## src/sv/energy_voice_activity_segmenter_defines.svh

```systemverilog
// ----------------------------------------------------------------------------
// energy_voice_activity_segmenter_defines
// assertion macros shared by the segmenter rtl
// ----------------------------------------------------------------------------
`ifndef ENERGY_VOICE_ACTIVITY_SEGMENTER_DEFINES_SVH
`define ENERGY_VOICE_ACTIVITY_SEGMENTER_DEFINES_SVH

`ifndef NO_ASSERTIONS
// same-cycle implication, disabled in reset
`define EVAS_ASSERT_NOW(label, ante, cons) \
  label: assert property (@(posedge clk) disable iff (!rst_n) (ante) |-> (cons)) \
    else $error("evas assertion failed");
// next-cycle implication, disabled in reset
`define EVAS_ASSERT_NEXT(label, ante, cons) \
  label: assert property (@(posedge clk) disable iff (!rst_n) (ante) |=> (cons)) \
    else $error("evas assertion failed");
`else
`define EVAS_ASSERT_NOW(label, ante, cons)
`define EVAS_ASSERT_NEXT(label, ante, cons)
`endif

`endif

```

## src/sv/evas_pkg.sv

```systemverilog
`timescale 1ns / 1ps
// ----------------------------------------------------------------------------
// evas_pkg
// types and fixed constants of the voice activity segmenter
// ----------------------------------------------------------------------------
package evas_pkg;

  localparam int MUL_W    = 32;
  localparam int SAMPLE_W = 16;

  typedef logic [MUL_W-1:0]   mul_op_t;
  typedef logic [2*MUL_W-1:0] mul_prod_t;

  // register indexes
  localparam logic [1:0] REG_THR  = 2'd0;
  localparam logic [1:0] REG_SIL  = 2'd1;
  localparam logic [1:0] REG_MIN  = 2'd2;
  localparam logic [1:0] REG_RATE = 2'd3;

  localparam logic [15:0] THR_RST  = 16'd500;
  localparam logic [15:0] SIL_RST  = 16'd800;
  localparam logic [15:0] MIN_RST  = 16'd300;
  localparam logic [17:0] RATE_RST = 18'd16000;

  localparam logic [15:0] SILENT_MAX = 16'hFFFF;
  localparam mul_op_t     MS_PER_S   = 32'd1000;

endpackage

```

## src/sv/energy_voice_activity_segmenter.sv

```systemverilog
`timescale 1ns / 1ps
// ----------------------------------------------------------------------------
// energy_voice_activity_segmenter
// frame energy speech detector that opens, extends and closes segments
// ----------------------------------------------------------------------------
// mid-frame sample: accept in IDLE, accumulate its square in ACC; flush: IDLE to EMIT
// frame-closing sample: ACC, LIM, CMP, SIL, END, RATE, KEEP; EMIT registers the result
// all products go through one shared registered 32x32 multiplier in sequence
// a result waiting on out_tready holds the sequencer in its emit step
// synchronous active-low reset: registers to defaults, segment and frame cleared
// ----------------------------------------------------------------------------
`include "energy_voice_activity_segmenter_defines.svh"

module energy_voice_activity_segmenter
  import evas_pkg::*;
#(
  parameter int unsigned     FRAME_MS            = 100,
  parameter int unsigned     MAX_FRAME_SAMPLES   = 8192,
  parameter longint unsigned MAX_SEGMENT_SAMPLES = 16777215
) (
  input  logic        clk,
  input  logic        rst_n,
  // input stream
  input  logic        in_tvalid,
  output logic        in_tready,
  input  logic [15:0] in_tdata,   // [15:0] sample (signed)
  input  logic        in_tuser,   // [0] action (1 = flush)
  input  logic        in_tlast,   // frame_last
  // result stream
  output logic        out_tvalid,
  input  logic        out_tready,
  output logic [23:0] out_tdata,  // [23:0] segment_length
  output logic [3:0]  out_tuser,  // [0] frame_is_speech [1] in_speech [2] segment_done
                                  // [3] segment_kept
  // configuration
  input  logic        cfg_psel,
  input  logic        cfg_penable,
  input  logic        cfg_pwrite,
  input  logic [3:0]  cfg_paddr,
  input  logic [31:0] cfg_pwdata,
  output logic [31:0] cfg_prdata,
  output logic        cfg_pready
);

  localparam int FRM_W = $clog2(MAX_FRAME_SAMPLES + 1);
  localparam int SEG_W = $clog2(MAX_SEGMENT_SAMPLES + 1);
  localparam int SQ_W  = 2 * SAMPLE_W - 1;
  localparam int ENG_W = SQ_W - 1 + FRM_W;
  localparam int SUM_W = ((SEG_W > FRM_W) ? SEG_W : FRM_W) + 1;

  localparam logic [3:0] S_IDLE = 4'd0;
  localparam logic [3:0] S_ACC  = 4'd1;
  localparam logic [3:0] S_LIM  = 4'd2;
  localparam logic [3:0] S_CMP  = 4'd3;
  localparam logic [3:0] S_SIL  = 4'd4;
  localparam logic [3:0] S_END  = 4'd5;
  localparam logic [3:0] S_RATE = 4'd6;
  localparam logic [3:0] S_KEEP = 4'd7;
  localparam logic [3:0] S_EMIT = 4'd8;

  // configuration registers
  logic [15:0] thr_r, sil_ms_r, min_ms_r;
  logic [17:0] rate_r;
  logic        cfg_wr;

  // sequencer and datapath state
  logic [3:0]       state_r, state_nxt;
  logic             flush_r, last_r;
  logic             active_r, speech_r, done_r, kept_r;
  logic [15:0]      cnt_r;
  logic [ENG_W-1:0] energy_r;
  logic [FRM_W-1:0] frame_cnt_r;
  logic [SEG_W-1:0] seg_r;
  mul_prod_t        hold_r;

  logic             out_valid_r;
  logic [23:0]      out_data_r;
  logic [3:0]       out_user_r;

  mul_op_t          op_a, op_b;
  mul_prod_t        prod;

  logic             in_acc;
  logic [15:0]      mag;
  logic             speech;
  logic [SUM_W-1:0] seg_sum;
  logic [SEG_W-1:0] seg_sat;
  logic             emit_go;
  logic             emit_done, emit_kept;
  logic [23:0]      emit_len;

  assign cfg_pready = 1'b1;
  assign cfg_wr     = cfg_psel & cfg_penable & cfg_pwrite & cfg_pready;

  always_ff @(posedge clk) begin
    if (!rst_n) begin
      thr_r    <= THR_RST;
      sil_ms_r <= SIL_RST;
      min_ms_r <= MIN_RST;
      rate_r   <= RATE_RST;
    end else if (cfg_wr) begin
      case (cfg_paddr[3:2])
        REG_THR:  thr_r    <= cfg_pwdata[15:0];
        REG_SIL:  sil_ms_r <= cfg_pwdata[15:0];
        REG_MIN:  min_ms_r <= cfg_pwdata[15:0];
        REG_RATE: rate_r   <= cfg_pwdata[17:0];
        default: ;
      endcase
    end
  end

  always_comb begin
    case (cfg_paddr[3:2])
      REG_THR:  cfg_prdata = {16'd0, thr_r};
      REG_SIL:  cfg_prdata = {16'd0, sil_ms_r};
      REG_MIN:  cfg_prdata = {16'd0, min_ms_r};
      REG_RATE: cfg_prdata = {14'd0, rate_r};
      default:  cfg_prdata = 32'd0;
    endcase
  end

  assign in_tready = rst_n && (state_r == S_IDLE);
  assign in_acc    = in_tvalid & in_tready;
  assign mag       = in_tdata[15] ? 16'(~in_tdata + 16'd1) : in_tdata;

  // operand select for the shared multiplier
  always_comb begin
    op_a = '0;
    op_b = '0;
    case (state_r)
      S_IDLE: begin
        op_a = MUL_W'(mag);
        op_b = MUL_W'(mag);
      end
      S_ACC: begin
        op_a = MUL_W'(thr_r);
        op_b = MUL_W'(thr_r);
      end
      S_LIM: begin
        op_a = prod[MUL_W-1:0];
        op_b = MUL_W'(frame_cnt_r);
      end
      S_SIL: begin
        // silent count >= silence_ms / FRAME_MS  <=>  (count + 1) * FRAME_MS > silence_ms
        op_a = MUL_W'(cnt_r) + MUL_W'(1);
        op_b = MUL_W'(FRAME_MS);
      end
      S_END: begin
        op_a = MUL_W'(seg_r);
        op_b = MS_PER_S;
      end
      S_RATE: begin
        op_a = MUL_W'(rate_r);
        op_b = MUL_W'(min_ms_r);
      end
      default: ;
    endcase
  end

  evas_mul u_mul (
    .clk  (clk),
    .op_a (op_a),
    .op_b (op_b),
    .prod (prod)
  );

  assign speech  = mul_prod_t'(energy_r) > prod;
  assign seg_sum = SUM_W'(seg_r) + SUM_W'(frame_cnt_r);
  assign seg_sat = (seg_sum > SUM_W'(MAX_SEGMENT_SAMPLES)) ?
                   SEG_W'(MAX_SEGMENT_SAMPLES) : SEG_W'(seg_sum);

  assign emit_go   = (state_r == S_EMIT) && (!out_valid_r || out_tready);
  assign emit_done = flush_r ? active_r : done_r;
  assign emit_kept = flush_r ? (active_r && (seg_r != '0)) : (done_r && kept_r);
  assign emit_len  = active_r ? 24'(seg_r) : 24'd0;

  always_comb begin
    state_nxt = state_r;
    case (state_r)
      S_IDLE: begin
        if (in_acc) begin
          state_nxt = in_tuser ? S_EMIT : S_ACC;
        end
      end
      S_ACC:  state_nxt = last_r ? S_LIM : S_IDLE;
      S_LIM:  state_nxt = S_CMP;
      S_CMP:  state_nxt = S_SIL;
      S_SIL:  state_nxt = S_END;
      S_END:  state_nxt = S_RATE;
      S_RATE: state_nxt = S_KEEP;
      S_KEEP: state_nxt = S_EMIT;
      S_EMIT: begin
        if (emit_go) begin
          state_nxt = S_IDLE;
        end
      end
      default: state_nxt = S_IDLE;
    endcase
  end

  always_ff @(posedge clk) begin
    if (!rst_n) begin
      state_r     <= S_IDLE;
      active_r    <= 1'b0;
      cnt_r       <= '0;
      energy_r    <= '0;
      frame_cnt_r <= '0;
      seg_r       <= '0;
      out_valid_r <= 1'b0;
    end else begin
      state_r <= state_nxt;
      case (state_r)
        S_ACC: begin
          // samples past the frame limit are dropped from the sums
          if (frame_cnt_r < FRM_W'(MAX_FRAME_SAMPLES)) begin
            energy_r    <= energy_r + ENG_W'(prod);
            frame_cnt_r <= frame_cnt_r + FRM_W'(1);
          end
        end
        S_CMP: begin
          if (speech || active_r) begin
            seg_r <= seg_sat;
          end
          if (speech) begin
            active_r <= 1'b1;
            cnt_r    <= '0;
          end else if (active_r && cnt_r != SILENT_MAX) begin
            cnt_r <= cnt_r + 16'd1;
          end
        end
        S_EMIT: begin
          if (emit_go) begin
            if (flush_r || done_r) begin
              active_r <= 1'b0;
              cnt_r    <= '0;
              seg_r    <= '0;
            end
            energy_r    <= '0;
            frame_cnt_r <= '0;
          end
        end
        default: ;
      endcase
      if (emit_go) begin
        out_valid_r <= 1'b1;
      end else if (out_tready) begin
        out_valid_r <= 1'b0;
      end
    end
  end

  // payload registers
  always_ff @(posedge clk) begin
    if (in_acc) begin
      flush_r <= in_tuser;
      last_r  <= in_tlast;
    end
    if (state_r == S_CMP) begin
      speech_r <= speech;
    end
    if (state_r == S_END) begin
      done_r <= !speech_r && active_r && (prod > mul_prod_t'(sil_ms_r));
    end
    if (state_r == S_RATE) begin
      hold_r <= prod;
    end
    if (state_r == S_KEEP) begin
      kept_r <= hold_r >= prod;
    end
    if (emit_go) begin
      out_data_r <= emit_len;
      out_user_r <= {emit_kept, emit_done,
                     !flush_r && active_r && !done_r,
                     !flush_r && speech_r};
    end
  end

  assign out_tvalid = out_valid_r;
  assign out_tdata  = out_data_r;
  assign out_tuser  = out_user_r;

  `EVAS_ASSERT_NOW(a_cnt_in_seg, !active_r, cnt_r == '0)
  `EVAS_ASSERT_NOW(a_seg_in_seg, !active_r, seg_r == '0)
  `EVAS_ASSERT_NOW(a_frame_lim, 1'b1, frame_cnt_r <= FRM_W'(MAX_FRAME_SAMPLES))
  `EVAS_ASSERT_NEXT(a_busy_after_req, in_tvalid && in_tready, !in_tready)

endmodule

```

## src/sv/evas_mul.sv

```systemverilog
`timescale 1ns / 1ps
// ----------------------------------------------------------------------------
// evas_mul
// shared 32x32 multiplier with registered product
// ----------------------------------------------------------------------------
module evas_mul
  import evas_pkg::*;
(
  input  logic      clk,
  input  mul_op_t   op_a,
  input  mul_op_t   op_b,
  output mul_prod_t prod
);

  mul_prod_t prod_r;
  mul_prod_t prod_nxt;

  assign prod_nxt = mul_prod_t'(op_a) * mul_prod_t'(op_b);

  always_ff @(posedge clk) begin
    prod_r <= prod_nxt;
  end

  assign prod = prod_r;

endmodule

```

## config.mk

```make
export PLATFORM = sky130hd
export DESIGN_NAME = energy_voice_activity_segmenter
export DESIGN_NICKNAME = d
export VERILOG_FILES = /design/src/sv/evas_pkg.sv /design/src/sv/energy_voice_activity_segmenter.sv /design/src/sv/evas_mul.sv
export VERILOG_INCLUDE_DIRS = /design/src /design/src/sv
export SDC_FILE = /design/constraint.sdc
export NUM_CORES = 2
export LEC_CHECK = 0
export ABC_AREA = 1
export BUFFER_PORTS_ARGS = -buffer_cell sky130_fd_sc_hd__clkbuf_2
export CELL_PAD_IN_SITES_DETAIL_PLACEMENT = 1
export CELL_PAD_IN_SITES_GLOBAL_PLACEMENT = 1
export CORE_MARGIN = 3
export CORE_UTILIZATION = 52
export CTS_BUF_LIST = sky130_fd_sc_hd__clkbuf_16
export CTS_CLUSTER_SIZE = 12
export DETAILED_ROUTE_END_ITERATION = 7
export PLACE_DENSITY = 0.93
export SYNTH_ARGS = -nofsm -noshare
export SYNTH_HDL_FRONTEND = slang
export SYNTH_SLANG_ARGS = --single-unit
```

## constraint.sdc

```tcl
create_clock -name clk -period 12.5 [get_ports clk]
set_input_delay 0.625 -clock clk [delete_from_list [all_inputs] [get_ports clk]]
set_output_delay 0.625 -clock clk [all_outputs]
set_load 0.01 [all_outputs]
```

# [After elaboration in Yosys (flattened, before gate mapping)]
# Cells that the tools add are included.
# Widths: inputs -> output; s select.
[word_totals] output_inout_bits=63 inputBits=61 elab_cells=120 ff_bits=331
[classes] order_cmp=5 add_sub_neg=6 reduce_logical=32 n_mul=1 n_eq_ne=19 bitwise=4 mux=33
[ops] op="$pmux 32 s6" count=1
[ops] op="$pmux 32 s4" count=1
[ops] op="$mux 24" count=4
[ops] op="$pmux 16 s6" count=1
[ops] op="$mux 44" count=2
[ops] op="$pmux 44 s2" count=1
[ops] op="$mux 16" count=5
[ops] op="$ge 64x64->1" count=1
[ops] op="$gt 44x64->1" count=1
[ops] op="$gt 64x16->1" count=1
[ops] op="$mul 32x16->48" count=1
[ops] op="$pmux 24 s2" count=1
[ops] op="$add 44x44->44" count=1
[ops] op="$pmux 4 s9" count=1
[ops] op="$add 16x1->16 const B" count=2
[ops] op="$pmux 16 s2" count=1
[ops] op="$mux 14" count=2
[ops] op="$pmux 14 s2" count=1
[ops] op="$add 24x14->25" count=1
[ops] op="$gt 25x24->1 const B" count=1
[ops] op="$reduce_bool 24->1" count=1
[ops] op="$add 16x1->17 const B" count=1
[ops] op="$eq 4x3->1 const B" count=4
[ops] op="$ne 16x16->1 const B" count=1
[ops] op="other kinds (25)" count=63

# [Depth between registers and ports, before layout]
[logic_depth] depth_word=5 depth_mapped=38 mapped_depth_nobuf=37

# [By module]
# From an unflattened synthesis, not the netlist that was laid out.
[unflattened] hier_cells=7686 area_unflattened_um2=56442.9
[by_module_without_submodules] module="evas_mul" seq_area_each_um2=1281.2 area_per_inst_um2=37413.4 instances=1 cells_each=5024
[by_module_without_submodules] module="energy_voice_activity_segmenter" seq_area_each_um2=6316.1 area_per_inst_um2=19029.5 instances=1 cells_each=2662

# [Least setup slack after synthesis]
# No wires, ideal clock.
[synth_timing] kind="register to register" from="register state_r[1]" to="register u_mul.prod_r[47] (netlist: u_mul.prod[47])" required_time_ns=12.388 setup_ns=0.112 n_path_buf=2 synth_period_minus_slack_ns=6.966 slack_ns=5.534 arrival_time_ns=6.854 stages_incl_launch_ff=32 cell_sequence="dfxtp_1 > inv_2 > nor2_1 > inv_2 > nor2_4 > buf_2 > nand2_1 > o2111ai_2 > buf_2 > nand2_1 > fa_1 > inv_1 > fa_1 > inv_1 > fa_1 > inv_1 > fa_1 > fa_1 > inv_1 > fa_1 > inv_1 > ha_1 > a21oi_1 > o21ai_0 > o21bai_1 > a21oi_1 > nand2_1 > a21o_1 > nand2_1 > nand3_1 > nand2_1 > nand2_1"
[synth_via] elab_chain_cells=3 word_cells_on_any_way=9 classes_between="mul: 1; eq/ne: 5; mux: 2; reduce/logical: 1"
[synth_lines] element="start: declaration" line="energy_voice_activity_segmenter.sv:67" text="logic [3:0] state_r, state_nxt;"
[synth_lines] element="start signal: assignment" line="energy_voice_activity_segmenter.sv:211" text="state_r <= state_nxt;"
[synth_lines] element="$eq 4x3->1 (tied with other cells)" line="energy_voice_activity_segmenter.sv:130" text="case (state_r)"
[synth_lines] element="$pmux 32 s6 or $pmux 16 s6 (tied branches)" line="energy_voice_activity_segmenter.sv:130"
[synth_lines] element="$mul 32x16->48 (*)" line="evas_mul.sv:18" text="assign prod_nxt = mul_prod_t'(op_a) * mul_prod_t'(op_b);"
[synth_lines] element="named net u_mul.prod_nxt[47]" line="evas_mul.sv:16" text="mul_prod_t prod_nxt;"
[synth_lines] element="end signal: assignment" line="evas_mul.sv:21" text="prod_r <= prod_nxt;"
[synth_lines] element="end: declaration" line="evas_mul.sv:15" text="mul_prod_t prod_r;"
# The timed path passes the listed nets; every way through them passes the cells marked *.
# A chain may end at the register's enable or synchronous reset.

# [Final worst setup path]
[layout_timing] from="register state_r[2]" to="register u_mul.prod_r[43] (netlist: u_mul.prod[43])"
# The elaborated chain is that of the path after synthesis.

==> results.json <==
{
  "cts_setup_buffers": 0,
  "use_met3_pct": 9.371,
  "busiest_layer": "met2",
  "yosys.area.top_type": "fa_1",
  "synth_top_area_share_pct": 23.48,
  "grt_first_pass_wirelength_um": 219400,
  "yosys-top-cells-area": "fa_1, dfxtp_1, nand2_1, inv_1, ha_1",
  "worst_slew_pin_slew_ps": 1400,
  "synthCells": 4779,
  "synthArstFlopShare_pct": 0,
  "met1_usage_pct": 43.25,
  "cpPeakStageDelay_ps": 1200,
  "synth_area_um2": 35810,
  "start_util_pct": 52.86,
  "post_cts_resize_count": 0,
  "grt_overflow": 0,
  "drt_wl_total_um": 144200,
  "slew_headroom_pct": 6.664,
  "crit_buf_inv": 7,
  "whs_endpoint": "flush_r",
  "max_freq_mhz": 105.8,
  "ant_nets": 0,
  "htree_levels": 2,
  "ios": 124,
  "use_met2_pct": 68.37,
  "synth_edf_count": 81,
  "critPathTopFamily": "adder cells",
  "required_ps": 12980,
  "num_vias": 35060,
  "die-height_um": 268.4,
  "path_class": "flip-flop to flip-flop",
  "grt_start_max_net_pins": 88,
  "dieArea_um2": 72060,
  "nNetsFinal": 5583,
  "r2r_slack_ps": 3050,
  "die_x_um": 268.4,
  "cpMostUsedCell": "fa_1",
  "placement.io_buffers": 92,
  "drt_iter0_drc": 3136,
  "rsz0062_at_grt": "no",
  "cts-root-buf": "clkbuf_16",
  "hold_viol": 0,
  "num_rows": 95,
  "r2r_end": "u_mul.prod[43]",
  "drc_errors": 0,
  "min_period_ps": 9451,
  "viasPerCell": 6.136,
  "finalMaxSlewViolations": 0,
  "place_ws_ps": 3487,
  "worst_hold_startpoint": "in_tuser",
  "fin_ws_ps": 3049,
  "yosysSeqAreaShare_pct": 18.98,
  "clockBufferDepth": 3,
  "worstSetupStartpointType": "flip-flop",
  "finalSetupTns_ps": 0,
  "startpoint": "state_r[2]",
  "cts.sinks": 299,
  "avgSynthCellArea_um2": 7.494,
  "slowest_stage": "o221ai_2",
  "whs_path_depth": 1,
  "post-route-period-util_pct": 75.61,
  "cap_viol_max_count": 0,
  "clk_pin_slew_ps": 70,
  "ys.flop_type": "dfxtp_1",
  "critPathCaptureType": "flip-flop",
  "wl_per_cell_um": 25.24,
  "hold_buffers": 0,
  "skew_ps": 22.93,
  "crit_arrival_ps": 9930,
  "place_hpwl_um": 109200,
  "worst_r2r_path_depth": 27,
  "min_path_type": "primary input to flip-flop",
  "core_um2": 67750,
  "dr.pass1.iters": 6,
  "yosysWarnings": 0,
  "clk_latency_ps": 560,
  "ys_seq_elements": 299,
  "ys_types": 68,
  "antenna_found_initial": 2,
  "crit_fanout": 16,
  "setup_viol": 0,
  "area_growth_pct": 5.761,
  "gp_congestion": 0.9605,
  "outcome": "finished, final reports clean",
  "numCtsBuffers": 35,
  "rr_startpoint": "state_r[2]",
  "grt_use_total_pct": 39.90,
  "cts_tree": "yes",
  "grt_pass1_vias": 39286,
  "drive_gt1_share_pct": 5.972
}
kinds of logic after synthesis:
family	count (synthesis)	share of synthesized area, %
simple gates	1789	21.21
buf+inv	1231	13.73
fa+ha+maj	708	33.54
compound gates	685	10.94
flops	299	18.98
xor+xnor	65	1.590
other cells	2	0.02097
registers in the layout (all words and copies together), names as in the netlist, 4 cells and up:
signal       flops
cnt_r           16
energy_r        44
frame_cnt_r     14
hold_r          48
min_ms_r        16
out_tdata       24
out_tuser        4
rate_r          18
seg_r           24
sil_ms_r        16
state_r          4
thr_r           16
u_mul.prod      48
cells in the final DEF, fill, tap and decap left out, types with 14 or more instances in the layout:
cell	synthesis	routed
inv_1	1039	1047
nand2_1	1047	1047
fa_1	420	420
nor2_1	384	384
a21oi_1	309	309
ha_1	288	288
dfxtp_1	218	218
o21ai_0	206	206
nand3_1	146	146
clkbuf_2	0	92
edfxtp_1	81	81
nand4_1	70	70
conb_1	2	43
xor2_1	40	40
clkbuf_16	0	37
nor3_1	36	36
inv_2	31	32
xnor2_1	25	25
buf_4	36	22
a31oi_1	21	21
nor4_1	20	20
a21o_1	20	20
nor2_2	18	18
o2111ai_1	18	18
o211ai_1	16	16
nand2_2	15	15
o21bai_1	14	14
worst max path at each step:
stage / endpoint / slack (ps) / depth (start not counted)
2_1_floorplan: u_mul.prod[47] / 5530 / 31
3_3_place_gp: u_mul.prod[43] / 3910 / 33
3_5_place_dp: u_mul.prod[42] / 3490 / 34
4_1_cts: u_mul.prod[44] / 3490 / 27
5_1_grt: u_mul.prod[43] / 2780 / 27
6_report: u_mul.prod[43] / 3050 / 27
per-stage QoR:
step                      std cells  hold slack, ps  cell area, um^2  util [%]
after floorplan                4820           408.2            35970         -
after global placement         5650           413.7            36800     54.32
after detailed placement       5650           426.4            36800     54.32
after CTS                      5712           288.4            37870     55.90
after global routing           5712           289.8            37870     55.90
final                          5714           293.6            37880     55.90
cells in the mapped netlist (14+ instances only):
library cell	number
nand2_1	1047
inv_1	1039
fa_1	420
nor2_1	384
a21oi_1	309
ha_1	288
dfxtp_1	218
o21ai_0	206
nand3_1	146
edfxtp_1	81
nand4_1	70
buf_2	67
clkbuf_1	41
xor2_1	40
buf_4	36
nor3_1	36
inv_2	31
xnor2_1	25
a31oi_1	21
a21o_1	20
nor4_1	20
nor2_2	18
o2111ai_1	18
o211ai_1	16
nand2_2	15
o21bai_1	14
final cells by class:
type,count,area [um^2]
antenna,2,5.005
clock buffer,37,925.9
clock inverter,25,143.9
fill,8653,29880
inverter,1074,4033
multi-input combinational,3290,24250
sequential,299,6797
tap,873,1092
timing repair buffer,114,625.6
routing by layer:
metal	vias up	wire length, um
met1	17218	49650
met5	-	0
met4	0	12400
met3	904	13000
li1	14792	-
met2	2146	69200
Power is not shown: default switching activity piles up to over one toggle a cycle in this logic, so the estimate is an artifact.
